$ cat src/hdl/lcube_pkg.sv
// ----------------------------------------------------------------------------
// LED cube driver package
// Cube geometry, store layout, the command word between the front and back
// parts, and a helper function.
// ----------------------------------------------------------------------------
package lcube_pkg;

  localparam int CUBE_SIDE   = 8;
  localparam int FRAME_BYTES = CUBE_SIDE * CUBE_SIDE;
  localparam int STORE_BYTES = 2 * FRAME_BYTES;
  localparam int STORE_AW    = $clog2(STORE_BYTES);
  localparam int SIDE_W      = $clog2(CUBE_SIDE);
  localparam int COUNT_W     = $clog2(FRAME_BYTES);
  localparam int BYTE_W      = 8;
  localparam int OUT_W       = 3 * BYTE_W;
  localparam int QUEUE_DEPTH = 2;
  localparam int QUEUE_AW    = $clog2(QUEUE_DEPTH);

  localparam logic [BYTE_W-1:0] MARKER_RESET = 8'hF2;

  localparam logic REQ_BYTE = 1'b0;
  localparam logic REQ_TICK = 1'b1;

  typedef enum logic {
    CMD_WRITE,
    CMD_SCAN
  } cmd_kind_e;

  // For a write, addr is the store entry; for a scan, it is the first row of
  // the layer in the shown half.
  typedef struct packed {
    cmd_kind_e               kind;
    logic [STORE_AW-1:0]     addr;
    logic [BYTE_W-1:0]       data;
    logic [SIDE_W-1:0]       layer;
  } cmd_t;

  function automatic logic [BYTE_W-1:0] one_hot8(input logic [SIDE_W-1:0] pos);
    one_hot8 = {{(BYTE_W-1){1'b0}}, 1'b1} << pos;
  endfunction

endpackage

$ cat src/hdl/lcube_ram.sv
// ----------------------------------------------------------------------------
// Generic RAM
// One write port and one read port with registered read data.
// ----------------------------------------------------------------------------
module lcube_ram #(
  parameter int WIDTH = 8,
  parameter int DEPTH = 128,
  parameter int AW    = $clog2(DEPTH)
) (
  input  logic             clk_i,
  input  logic             we_i,
  input  logic [AW-1:0]    waddr_i,
  input  logic [WIDTH-1:0] wdata_i,
  input  logic             re_i,
  input  logic [AW-1:0]    raddr_i,
  output logic [WIDTH-1:0] rdata_o
);

  logic [WIDTH-1:0] mem_q [DEPTH];
  logic [WIDTH-1:0] rdata_q;

  always_ff @(posedge clk_i) begin
    if (we_i) begin
      mem_q[waddr_i] <= wdata_i;
    end
    if (re_i) begin
      rdata_q <= mem_q[raddr_i];
    end
  end

  assign rdata_o = rdata_q;

endmodule

$ cat src/hdl/lcube_front.sv
// ----------------------------------------------------------------------------
// LED cube front end
// Accepts input words, tracks the batch and the scan layer, and turns each
// refresh tick into a layer scan command and each batch byte into a store write.
// ----------------------------------------------------------------------------
module lcube_front (
  input  logic                        clk_i,
  input  logic                        rst_ni,
  input  logic                        s_axis_tvalid,
  output logic                        s_axis_tready,
  input  logic [lcube_pkg::BYTE_W-1:0] s_axis_tdata,
  input  logic                        s_axis_tuser,
  input  logic                        cfg_valid_i,
  output logic                        cfg_ready_o,
  input  logic [lcube_pkg::BYTE_W-1:0] cfg_data_i,
  output logic                        push_o,
  output lcube_pkg::cmd_t             cmd_o,
  input  logic                        full_i
);
  import lcube_pkg::*;

  logic [BYTE_W-1:0]   marker_q;
  logic                batch_q, batch_d;
  logic [COUNT_W-1:0]  count_q, count_d;
  logic                shown_q, shown_d;
  logic [SIDE_W-1:0]   layer_q, layer_d;
  logic                accept;
  logic [STORE_AW-1:0] back_base;
  logic [STORE_AW-1:0] shown_base;

  assign s_axis_tready = !full_i;
  assign cfg_ready_o   = 1'b1;
  assign accept        = s_axis_tvalid && s_axis_tready;

  assign back_base  = shown_q ? '0 : STORE_AW'(FRAME_BYTES);
  assign shown_base = shown_q ? STORE_AW'(FRAME_BYTES) : '0;

  always_comb begin
    batch_d     = batch_q;
    count_d     = count_q;
    shown_d     = shown_q;
    layer_d     = layer_q;
    push_o      = 1'b0;
    cmd_o.kind  = CMD_SCAN;
    cmd_o.addr  = shown_base + STORE_AW'(layer_q) * STORE_AW'(CUBE_SIDE);
    cmd_o.data  = s_axis_tdata;
    cmd_o.layer = layer_q;
    if (accept) begin
      if (s_axis_tuser == REQ_TICK) begin
        push_o  = 1'b1;
        layer_d = (layer_q == SIDE_W'(CUBE_SIDE - 1)) ? '0 : layer_q + 1'b1;
      end else if (!batch_q) begin
        if (s_axis_tdata == marker_q) begin
          batch_d = 1'b1;
          count_d = '0;
        end
      end else begin
        push_o     = 1'b1;
        cmd_o.kind = CMD_WRITE;
        cmd_o.addr = back_base + STORE_AW'(count_q);
        if (count_q == COUNT_W'(FRAME_BYTES - 1)) begin
          shown_d = !shown_q;
          batch_d = 1'b0;
          count_d = '0;
        end else begin
          count_d = count_q + 1'b1;
        end
      end
    end
  end

  always_ff @(posedge clk_i or negedge rst_ni) begin
    if (!rst_ni) begin
      marker_q <= MARKER_RESET;
      batch_q  <= 1'b0;
      count_q  <= '0;
      shown_q  <= 1'b0;
      layer_q  <= '0;
    end else begin
      if (cfg_valid_i && cfg_ready_o) begin
        marker_q <= cfg_data_i;
      end
      batch_q <= batch_d;
      count_q <= count_d;
      shown_q <= shown_d;
      layer_q <= layer_d;
    end
  end

endmodule

$ cat src/hdl/lcube_cmd_fifo.sv
// ----------------------------------------------------------------------------
// LED cube command queue
// Short register queue between the front end and the scan engine.
// ----------------------------------------------------------------------------
module lcube_cmd_fifo (
  input  logic            clk_i,
  input  logic            rst_ni,
  input  logic            push_i,
  input  lcube_pkg::cmd_t cmd_i,
  output logic            full_o,
  output logic            valid_o,
  output lcube_pkg::cmd_t cmd_o,
  input  logic            pop_i
);
  import lcube_pkg::*;

  cmd_t                  entry_q [QUEUE_DEPTH];
  logic [QUEUE_AW-1:0]   wr_ptr_q;
  logic [QUEUE_AW-1:0]   rd_ptr_q;
  logic [QUEUE_AW:0]     fill_q;
  logic                  do_push;
  logic                  do_pop;

  assign full_o  = (fill_q == (QUEUE_AW+1)'(QUEUE_DEPTH));
  assign valid_o = (fill_q != '0);
  assign cmd_o   = entry_q[rd_ptr_q];
  assign do_push = push_i && !full_o;
  assign do_pop  = pop_i && valid_o;

  always_ff @(posedge clk_i or negedge rst_ni) begin
    if (!rst_ni) begin
      wr_ptr_q <= '0;
      rd_ptr_q <= '0;
      fill_q   <= '0;
    end else begin
      if (do_push) begin
        wr_ptr_q <= (wr_ptr_q == QUEUE_AW'(QUEUE_DEPTH - 1)) ? '0 : wr_ptr_q + 1'b1;
      end
      if (do_pop) begin
        rd_ptr_q <= (rd_ptr_q == QUEUE_AW'(QUEUE_DEPTH - 1)) ? '0 : rd_ptr_q + 1'b1;
      end
      if (do_push && !do_pop) begin
        fill_q <= fill_q + 1'b1;
      end else if (do_pop && !do_push) begin
        fill_q <= fill_q - 1'b1;
      end
    end
  end

  always_ff @(posedge clk_i) begin
    if (do_push) begin
      entry_q[wr_ptr_q] <= cmd_i;
    end
  end

endmodule

$ cat src/hdl/lcube_back.sv
// ----------------------------------------------------------------------------
// LED cube scan engine
// Executes queued commands: writes frame bytes into the store, and scans one
// layer into row words followed by the layer drive word.
// ----------------------------------------------------------------------------
module lcube_back (
  input  logic                        clk_i,
  input  logic                        rst_ni,
  input  logic                        cmd_valid_i,
  input  lcube_pkg::cmd_t             cmd_i,
  output logic                        cmd_pop_o,
  output logic                        out_valid_o,
  input  logic                        out_ready_i,
  output logic [lcube_pkg::OUT_W-1:0] out_data_o,
  output logic                        out_last_o
);
  import lcube_pkg::*;

  typedef enum logic [1:0] {
    ST_IDLE,
    ST_ROWS,
    ST_DRIVE
  } state_e;

  state_e                 state_q;
  logic [STORE_AW-1:0]    base_q;
  logic [SIDE_W-1:0]      layer_q;
  logic [SIDE_W-1:0]      row_q;
  logic [STORE_BYTES-1:0] written_q;
  logic                   rd_written_q;
  logic                   out_valid_q;
  logic [OUT_W-1:0]       out_data_q;
  logic                   out_last_q;

  logic                   out_free;
  logic                   row_last;
  logic                   ram_we;
  logic                   ram_re;
  logic [STORE_AW-1:0]    ram_raddr;
  logic [BYTE_W-1:0]      ram_rdata;
  logic [BYTE_W-1:0]      row_byte;

  assign out_free  = !out_valid_q || out_ready_i;
  assign row_last  = (row_q == SIDE_W'(CUBE_SIDE - 1));
  assign cmd_pop_o = (state_q == ST_IDLE) && cmd_valid_i;
  assign ram_we    = cmd_pop_o && (cmd_i.kind == CMD_WRITE);
  assign row_byte  = rd_written_q ? ram_rdata : '0;

  always_comb begin
    ram_re    = 1'b0;
    ram_raddr = cmd_i.addr;
    if (cmd_pop_o && (cmd_i.kind == CMD_SCAN)) begin
      ram_re = 1'b1;
    end else if ((state_q == ST_ROWS) && out_free && !row_last) begin
      ram_re    = 1'b1;
      ram_raddr = base_q + STORE_AW'(row_q) + 1'b1;
    end
  end

  lcube_ram #(
    .WIDTH(BYTE_W),
    .DEPTH(STORE_BYTES)
  ) u_store (
    .clk_i  (clk_i),
    .we_i   (ram_we),
    .waddr_i(cmd_i.addr),
    .wdata_i(cmd_i.data),
    .re_i   (ram_re),
    .raddr_i(ram_raddr),
    .rdata_o(ram_rdata)
  );

  always_ff @(posedge clk_i or negedge rst_ni) begin
    if (!rst_ni) begin
      state_q      <= ST_IDLE;
      base_q       <= '0;
      layer_q      <= '0;
      row_q        <= '0;
      written_q    <= '0;
      rd_written_q <= 1'b0;
      out_valid_q  <= 1'b0;
      out_data_q   <= '0;
      out_last_q   <= 1'b0;
    end else begin
      if (ram_we) begin
        written_q[cmd_i.addr] <= 1'b1;
      end
      if (ram_re) begin
        rd_written_q <= written_q[ram_raddr];
      end
      if (out_free) begin
        out_valid_q <= (state_q == ST_ROWS) || (state_q == ST_DRIVE);
      end
      case (state_q)
        ST_IDLE: begin
          if (cmd_pop_o && (cmd_i.kind == CMD_SCAN)) begin
            base_q  <= cmd_i.addr;
            layer_q <= cmd_i.layer;
            row_q   <= '0;
            state_q <= ST_ROWS;
          end
        end
        ST_ROWS: begin
          if (out_free) begin
            out_data_q  <= {{BYTE_W{1'b0}}, row_byte, one_hot8(row_q)};
            out_last_q  <= 1'b0;
            if (row_last) begin
              state_q <= ST_DRIVE;
            end else begin
              row_q <= row_q + 1'b1;
            end
          end
        end
        ST_DRIVE: begin
          if (out_free) begin
            out_data_q  <= {one_hot8(layer_q), {BYTE_W{1'b0}}, {BYTE_W{1'b0}}};
            out_last_q  <= 1'b1;
            state_q     <= ST_IDLE;
          end
        end
        default: begin
          state_q <= ST_IDLE;
        end
      endcase
    end
  end

  assign out_valid_o = out_valid_q;
  assign out_data_o  = out_data_q;
  assign out_last_o  = out_last_q;

endmodule

$ cat src/hdl/led_cube_frame_loader_and_scan.sv
// ----------------------------------------------------------------------------
// Double-buffered LED cube loader and scan driver
// Loads frames from serial bytes into a back buffer and scans the shown
// buffer one layer per refresh tick.
// ----------------------------------------------------------------------------
// Input words carry a received byte (tuser 0) or a refresh tick (tuser 1);
// after the start marker byte, the next 64 bytes fill the back buffer and the
// buffers then swap. A refresh tick gives nine output words: eight row words
// and a layer drive word marked with tlast. The scan engine pops a tick
// together with the first store read, then sends the row words and the
// drive word, and only then takes the next command. A data byte is written
// into the store as its command is popped, and bytes that only open a
// batch or are ignored send no command to it. Input words are accepted
// whenever the two-entry command queue has room, so up to two commands
// can wait while a scan is being sent. The start marker resets to 0xF2 and
// the store reads as zero until written; no clearing pass runs after reset.
// ----------------------------------------------------------------------------
module led_cube_frame_loader_and_scan (
  input  logic                          clk_i,
  input  logic                          rst_ni,
  input  logic                          s_axis_tvalid,
  output logic                          s_axis_tready,
  input  logic [lcube_pkg::BYTE_W-1:0]  s_axis_tdata,  // [7:0] rx_byte
  input  logic                          s_axis_tuser,  // [0] req_type
  input  logic                          cfg_valid_i,
  output logic                          cfg_ready_o,
  input  logic [lcube_pkg::BYTE_W-1:0]  cfg_data_i,
  output logic                          m_axis_tvalid,
  input  logic                          m_axis_tready,
  // [7:0] row_strobe, [15:8] row_data, [23:16] layer_drive
  output logic [lcube_pkg::OUT_W-1:0]   m_axis_tdata,
  output logic                          m_axis_tlast   // last_of_scan
);
  import lcube_pkg::*;

  logic push;
  cmd_t push_cmd;
  logic full;
  logic head_valid;
  cmd_t head_cmd;
  logic pop;

  lcube_front u_front (
    .clk_i        (clk_i),
    .rst_ni       (rst_ni),
    .s_axis_tvalid(s_axis_tvalid),
    .s_axis_tready(s_axis_tready),
    .s_axis_tdata (s_axis_tdata),
    .s_axis_tuser (s_axis_tuser),
    .cfg_valid_i  (cfg_valid_i),
    .cfg_ready_o  (cfg_ready_o),
    .cfg_data_i   (cfg_data_i),
    .push_o       (push),
    .cmd_o        (push_cmd),
    .full_i       (full)
  );

  lcube_cmd_fifo u_queue (
    .clk_i  (clk_i),
    .rst_ni (rst_ni),
    .push_i (push),
    .cmd_i  (push_cmd),
    .full_o (full),
    .valid_o(head_valid),
    .cmd_o  (head_cmd),
    .pop_i  (pop)
  );

  lcube_back u_back (
    .clk_i      (clk_i),
    .rst_ni     (rst_ni),
    .cmd_valid_i(head_valid),
    .cmd_i      (head_cmd),
    .cmd_pop_o  (pop),
    .out_valid_o(m_axis_tvalid),
    .out_ready_i(m_axis_tready),
    .out_data_o (m_axis_tdata),
    .out_last_o (m_axis_tlast)
  );

endmodule

$ cat config.mk
export PLATFORM = sky130hd
export DESIGN_NAME = led_cube_frame_loader_and_scan
export DESIGN_NICKNAME = d
export VERILOG_FILES = /design/src/hdl/lcube_pkg.sv /design/src/hdl/lcube_ram.sv /design/src/hdl/lcube_front.sv /design/src/hdl/lcube_cmd_fifo.sv /design/src/hdl/lcube_back.sv /design/src/hdl/led_cube_frame_loader_and_scan.sv
export SDC_FILE = /design/constraint.sdc
export NUM_CORES = 2
export LEC_CHECK = 0
export ABC_AREA = 1
export BUFFER_PORTS_ARGS = -buffer_cell sky130_fd_sc_hd__buf_4
export CORE_AREA = 2 2 462 464
export CTS_CLUSTER_DIAMETER = 40
export CTS_CLUSTER_SIZE = 20
export DETAILED_ROUTE_END_ITERATION = 7
export DIE_AREA = 0 0 464 466
export GPL_ROUTABILITY_DRIVEN = 0
export GPL_TIMING_DRIVEN = 0
export PLACE_DENSITY = 0.35
export SYNTH_ARGS = -nofsm -noshare
export SYNTH_HDL_FRONTEND = slang
export SYNTH_SLANG_ARGS = --single-unit
$ cat constraint.sdc
create_clock -name clk_i -period 3.5 [get_ports clk_i]
set_input_delay 0.175 -clock clk_i [delete_from_list [all_inputs] [get_ports clk_i]]
set_output_delay 0.175 -clock clk_i [all_outputs]
set_load 0.1 [all_outputs]
Yosys cells after proc, flatten, opt, wreduce, memory -nomap -nowiden
Memory sizes are Yosys's and may differ from the RTL's. A register that Yosys moved wholly into a read port is not among the register bits.
Cells that the tools add are included.
Cells by class
  $add $sub $neg: 11
  $lt $le $gt $ge: 3
  equal/unequal tests: 12
  shifts and indexed selects: 2
  mux-type cells: 47
  bitwise operators: 3
  reductions and logical operators: 33
Operators with widths (count)
  128-bit OR: 1
  24-bit 2-to-1 mux: 2
  24-bit one-hot mux with 2 select lines: 1
  8-bit 2-to-1 mux: 4
  7-bit 2-to-1 mux: 4
  1-bit 2-to-1 mux: 18
  6-bit 2-to-1 mux: 3
  7-bit by 8-bit less-than comparator with 1-bit output, second input constant: 2
  1-bit by 3-bit left shift with 8-bit output, first input constant: 2
  7-bit by 6-bit adder with 7-bit output: 2
  2-bit 2-to-1 mux: 6
  3-bit 2-to-1 mux: 4
  4-bit AND reduction: 3
  1-bit logical AND: 11
  2-bit nonzero test: 5
  8-bit == test: 1
  7-bit by 1-bit adder with 7-bit output, second input constant: 1
  7-bit by 3-bit adder with 7-bit output: 1
  1-bit binary-select mux with 7-bit select: 1
  1-bit demux with 7-bit select: 1
  7-bit by 1-bit greater-or-equal comparator with 1-bit output, second input constant: 1
  3-bit by 1-bit adder with 3-bit output, second input constant: 2
  6-bit by 1-bit adder with 6-bit output, second input constant: 1
  3-bit == test, second input constant: 2
  17 further kinds: 32
Storage, ports and cells
  register bits: 193
  memory bits (writable): 1062
  input port bits: 22
  output and inout bits: 28
  memories kept: 2
Memory list
  u_back.u_store.mem_q: depth 128, width 8, rd ports 1, clocked after memory_dff 1, write ports 1, line lcube_ram.sv:19  | logic [WIDTH-1:0] mem_q [DEPTH];
  u_queue.entry_q: depth 2, width 19, rd ports 1, clocked after memory_dff 0, write ports 1, line lcube_cmd_fifo.sv:17  | cmd_t entry_q [QUEUE_DEPTH];

Depth between registers and ports, before layout
  depth after elaboration: 9
  depth in mapped cells: 22
  mapped depth without buffers: 20

By module
A second synthesis with hierarchy kept.
Second synthesis, totals
  cells, all modules: 4818
  area, all modules: 52989.6 µm²
Modules (own cells, without submodules)
  lcube_ram: times used 1, cells an instance 3575, area an instance 42184.2 µm²
  lcube_back: times used 1, cells an instance 949, area an instance 7940.1 µm²
  lcube_cmd_fifo: times used 1, cells an instance 131, area an instance 1617.8 µm²
  lcube_front: times used 1, cells an instance 163, area an instance 1247.4 µm²

Worst setup path before layout
No wires, ideal clock.
  path type: register -> register
  start: register u_back.out_valid_q, in the netlist u_back.out_valid_o
  end: register u_back.u_store.rdata_q[4], in the netlist u_back.u_store.rdata_o[4] (read register of u_back.u_store.mem_q), data pin
  data arrival time: 2.679 ns
  data required time: 3.248 ns
  path slack: 0.569 ns
  stages on the path, launching flop included: 18
  buffers on the path: 2
  clock period less this slack: 2.931 ns
  cells stage by stage: dfrtp_1 > nand2_2 > nand2_1 > clkinv_1 > nand2_4 > inv_4 > nand2_1 > o21ai_1 > buf_4 > inv_4 > clkbuf_1 > o211ai_1 > nand3_1 > nand3_1 > nand3_1 > nand2_1 > nand2_1 > nand2_1
Between the ends
  cells in the longest elaborated chain, start to end: 6
  elaborated cells between the ends (all ways): 8
  classes of those cells: mux (4); reduce/logical (4)
RTL lines
  start, declared: line lcube_back.sv:31  | logic out_valid_q;
  start signal, assigned: line lcube_back.sv:92  | out_valid_q <= (state_q == ST_ROWS) || (state_q == ST_DRIVE);
  1-bit zero test *: line lcube_back.sv:43  | assign out_free = !out_valid_q || out_ready_i;
  1-bit logical OR *: line lcube_back.sv:43
  1-bit logical AND * (2 in a row): line lcube_back.sv:54  | end else if ((state_q == ST_ROWS) && out_free && !row_last) begin
  7-bit 2-to-1 mux or 1-bit 2-to-1 mux (tied branches): line lcube_back.sv:54
  7-bit 2-to-1 mux or 1-bit 2-to-1 mux (tied branches): line lcube_back.sv:52  | if (cmd_pop_o && (cmd_i.kind == CMD_SCAN)) begin
  end, declared: line lcube_ram.sv:20  | logic [WIDTH-1:0] rdata_q;
Mark *: on every way between the ends. The rest lies on a longest branch, timed or not.
A chain may end at the register's enable or synchronous reset.

Worst setup path after layout
  start: register u_queue.rd_ptr_q
  end: memory u_back.u_store.mem_q[7][4] (enable)
Between the ends
  cells in the longest elaborated chain, start to end: 5
RTL lines
  start, declared: line lcube_cmd_fifo.sv:19  | logic [QUEUE_AW-1:0] rd_ptr_q;
  start signal, assigned: line lcube_cmd_fifo.sv:40  | rd_ptr_q <= (rd_ptr_q == QUEUE_AW'(QUEUE_DEPTH - 1)) ? '0 : rd_ptr_q + 1'b1;
  memory read 2 x 19 bit *
  1-bit NOT: line lcube_back.sv:46  | assign ram_we = cmd_pop_o && (cmd_i.kind == CMD_WRITE);
  1-bit logical AND: line lcube_back.sv:46
  1-bit 2-to-1 mux: line lcube_ram.sv:23  | if (we_i) begin
  1-bit 2-to-1 mux (implied by the code): line lcube_ram.sv:24  | mem_q[waddr_i] <= wdata_i;
  end, declared: line lcube_ram.sv:19
Marked as above.

==> results by group <==
Status
  – Status: finished, final reports clean

Logic synthesis
  – Ys flop type: edfxtp_1
  – Synth area leaders: edfxtp_1 (61%), dfrtp_1 (8.9%), nand3_1 (6.9%), nand2_1 (6.7%), o21ai_0 (3.5%)
  – Synth cell types: 44
  – Seq cells post-synth: about 1300
  – Area leader, netlist: edfxtp_1
  – Synth Cell Area: 0.0527 mm2
  – Post-synth top cells: edfxtp_1 (1070), nand2_1 (933), nand3_1 (726)
  – Top-count cell post-synth: edfxtp_1
  – Ys async rst share: 15.3%
  – Syn nets: 4657
  – Synth warn: 0
  – Number of synthesized flops with an enable pin: between 1000 and 1500
  – Area share of the largest cell type after synthesis: 61.0%
  – Mapped Cells: ~4600
  – Syn_area_per_cell: between 10 and 15 um2
  – Register area share after synthesis: 70.2%

Floorplan
  – Die height: 466 um
  – Core Rows: between 150 and 200
  – Chip width: between 400 and 500 um
  – DIE AREA: between 0.2 and 0.25 mm2
  – Core area: 0.211 mm2
  – Initial Util: roughly a quarter
  – # IOs: 50

STA
  – Setup violators final: 0
  – Worst clock skew: 46.0 ps
  – Worst Max-Slew Pin Slew: around 1400 ps
  – Final Hold Fails: 0
  – Fin crit share: between 90% and 100%
  – Setup TNS: 0 ps
  – RSZ-0062 raised after global routing: yes
  – Max_slew headroom: 6.13%
  – Tmin final: 3450 ps
  – Highest achievable clock rate: 290 MHz
  – Final Max Slew Viols: 0

Global route
  – GRT overflow: 0
  – Antenna violations before repair: 11
  – First-pass GRT wire length: 290 mm
  – GRT Total Usage: 18.9%
  – Vias in the first global route: 37800
  – Pin count of the biggest net entering global routing: 102

Critical path
  – CP startpoint kind: flop
  – Crit path max fanout: 11
  – Worst R2R Setup Slack: between 50 and 60 ps
  – Worst flop-to-flop path endpoint: u_back.u_store.mem_q[7][4]$_DFFE_PP_
  – Critical path data arrival time: 3970 ps
  – Worst r2r src: u_queue.rd_ptr_q$_DFFE_PN0P_
  – Worst EP required: 4020 ps
  – Critical path class: flop to flop
  – Crit path launch: u_queue.rd_ptr_q$_DFFE_PN0P_
  – Worst R2R Path Depth: 8
  – CP endpoint kind: flop

Worst hold path
  – Worst Hold End: u_queue.entry_q[0][10]$_DFFE_PP_
  – Min-delay worst type: input port to flop
  – Worst Hold Launch: s_axis_tdata[7]
  – Hold depth: 2

Clock network
  – CTS buffer count: between 200 and 300
  – CTS tree: yes
  – Clk pin slew, worst setup/hold paths: approximately 50 ps
  – H-tree depth: 5
  – Clock latency on the worst-skew pair: 910 ps
  – CTS sink count: around 1300
  – Longest Clk Path Bufs: 4
  – Root Buffer: clkbuf_16

Placement
  – Number of I/O port buffers: 47
  – Dpl hpwl: 142 mm

Detailed routing
  – DRT iter0 DRCs: 2911
  – Wirelength per Cell: around 26 um
  – DRC viols: 0
  – Post-detailed-route count of antenna-violating nets: 0
  – Drt pass-1 iters: 5
  – DR vias: around 37000
  – Via-to-Cell Ratio: ~4.6
  – Final WL: 207 mm

Final layout
  – Layout cell share with drive strength beyond 1: 21.3%
  – Layout Area Growth over Synthesis: 31.5%
  – Final nets: 5088

Flow run
  – Max Cap Viol: 0
-- stage by stage --
stage	util (%)	setup WS [ps]	instance area, um2	instances	hold WS (ps)
after floorplan	-	569	52700	4618	-121
after CTS	32.4	-95.3	68400	8046	2.98
after detailed placement	27.1	-1240	57300	7514	277
after global routing	32.8	-161	69200	8055	39.7
after global placement	26.8	-3930	56500	7486	384
final	32.8	51.0	69200	8058	73.1
-- layout by cell type (no fill, tap or decap), drive strengths merged --
master       synthesis  layout
xor2                 6       6
clkinvlp             0      19
inv                392     401
or2                  7       7
bufinv               0      30
ha                  16      16
dfrtp              188     188
xnor2               12      12
o22ai                1       1
a21oi               11      11
nor2               254     254
o32ai                1       1
fa                   1       1
dlygate4sd3          0      35
nand2              944     946
dfstp                5       5
mux2                 8       8
a31oi                5       5
clkbuf             103     417
o21a                 2       2
nand3              728     728
diode                0       4
clkinv               5      95
nand4               14      14
o21ai              433     433
a21o                 8       8
nor3                 3       3
edfxtp            1070    1070
buf                190     305
o211ai             209     209
bufbuf               0       1
conb                 1       1
nor4                 1       1
-- per-layer routing --
layer	GRT usage [%]	wire length [um]
met5	0	0
met1	26.2	95600
met3	3.34	10600
met2	30.1	95400
met4	5.36	5110
-- worst max-delay path, stage by stage, from the launching register on --
cell,delay [ps]
dfrtp_1,430
inv_2,140
or2_2,290
o21ai_1,180
inv_1,190
nor2_1,310
nand2_1,290
clkbuf_1,610
nor2_2,620
-- cell families (layout without fill, tap and decap cells) --
kind of cell | Yosys count | count (layout) | share of synthesized area (%)
flops | 1263 | 1263 | 70.2
xor+xnor | 18 | 18 | 0.299
mux | 8 | 8 | 0.171
fa+ha+maj | 17 | 17 | 0.418
compound gates | 670 | 670 | 7.46
simple gates | 1951 | 1953 | 15.9
other cells | 1 | 5 | 0.00712
buf+inv | 690 | 1303 | 5.55
-- how the worst max path moves through the flow --
stage	to	slack [ps]
global route	u_back.u_store.mem_q[37][0]$_DFFE_PP_	-160
floorplan	u_back.u_store.rdata_o[4]$_DFFE_PP_	570
finish	u_back.u_store.mem_q[7][4]$_DFFE_PP_	50
detailed placement	u_back.u_store.rdata_o[4]$_DFFE_PP_	-1240
global placement	u_back.u_store.mem_q[52][4]$_DFFE_PP_	-3930
CTS	u_back.u_store.mem_q[115][4]$_DFFE_PP_	-100
-- sequential cells by signal (all words and copies together), names as in the netlist, 2 cells and up --
signal / cells
u_back.layer_q: 3
u_front.layer_q: 3
u_back.state_q: 2
u_back.u_store.mem_q: 1024
u_back.row_q: 3
u_back.written_q: 128
u_queue.fill_q: 2
u_back.out_data_o: 24
u_front.marker_q: 8
u_queue.entry_q: 38
u_back.base_q: 7
u_back.u_store.rdata_o: 8
u_front.count_q: 6
-- area by class of cell --
type / instances / area, um2
multi-input combinational: 2667 / 14200
clock buffer: 315 / 7200
inverter: 397 / 1540
fill: 21300 / 142000
timing repair buffer: 152 / 1920
clock inverter: 147 / 1570
timing repair inverter: 1 / 8.76
antenna: 4 / 10.0
sequential: 1263 / 37000
buffer: 291 / 2270
tap: 2821 / 3530
-- timing repair --
item,in CTS,in global routing
hold endpoints to repair,257,0
hold buffers,36,0
resized for setup,475,247
pin swaps,43,60
gates cloned,4,0
endpoints found under the setup margin,746,783
buffers inserted,30,10
Power is not shown: default switching activity piles up to over one toggle a cycle in this logic, so the estimate is an artifact.
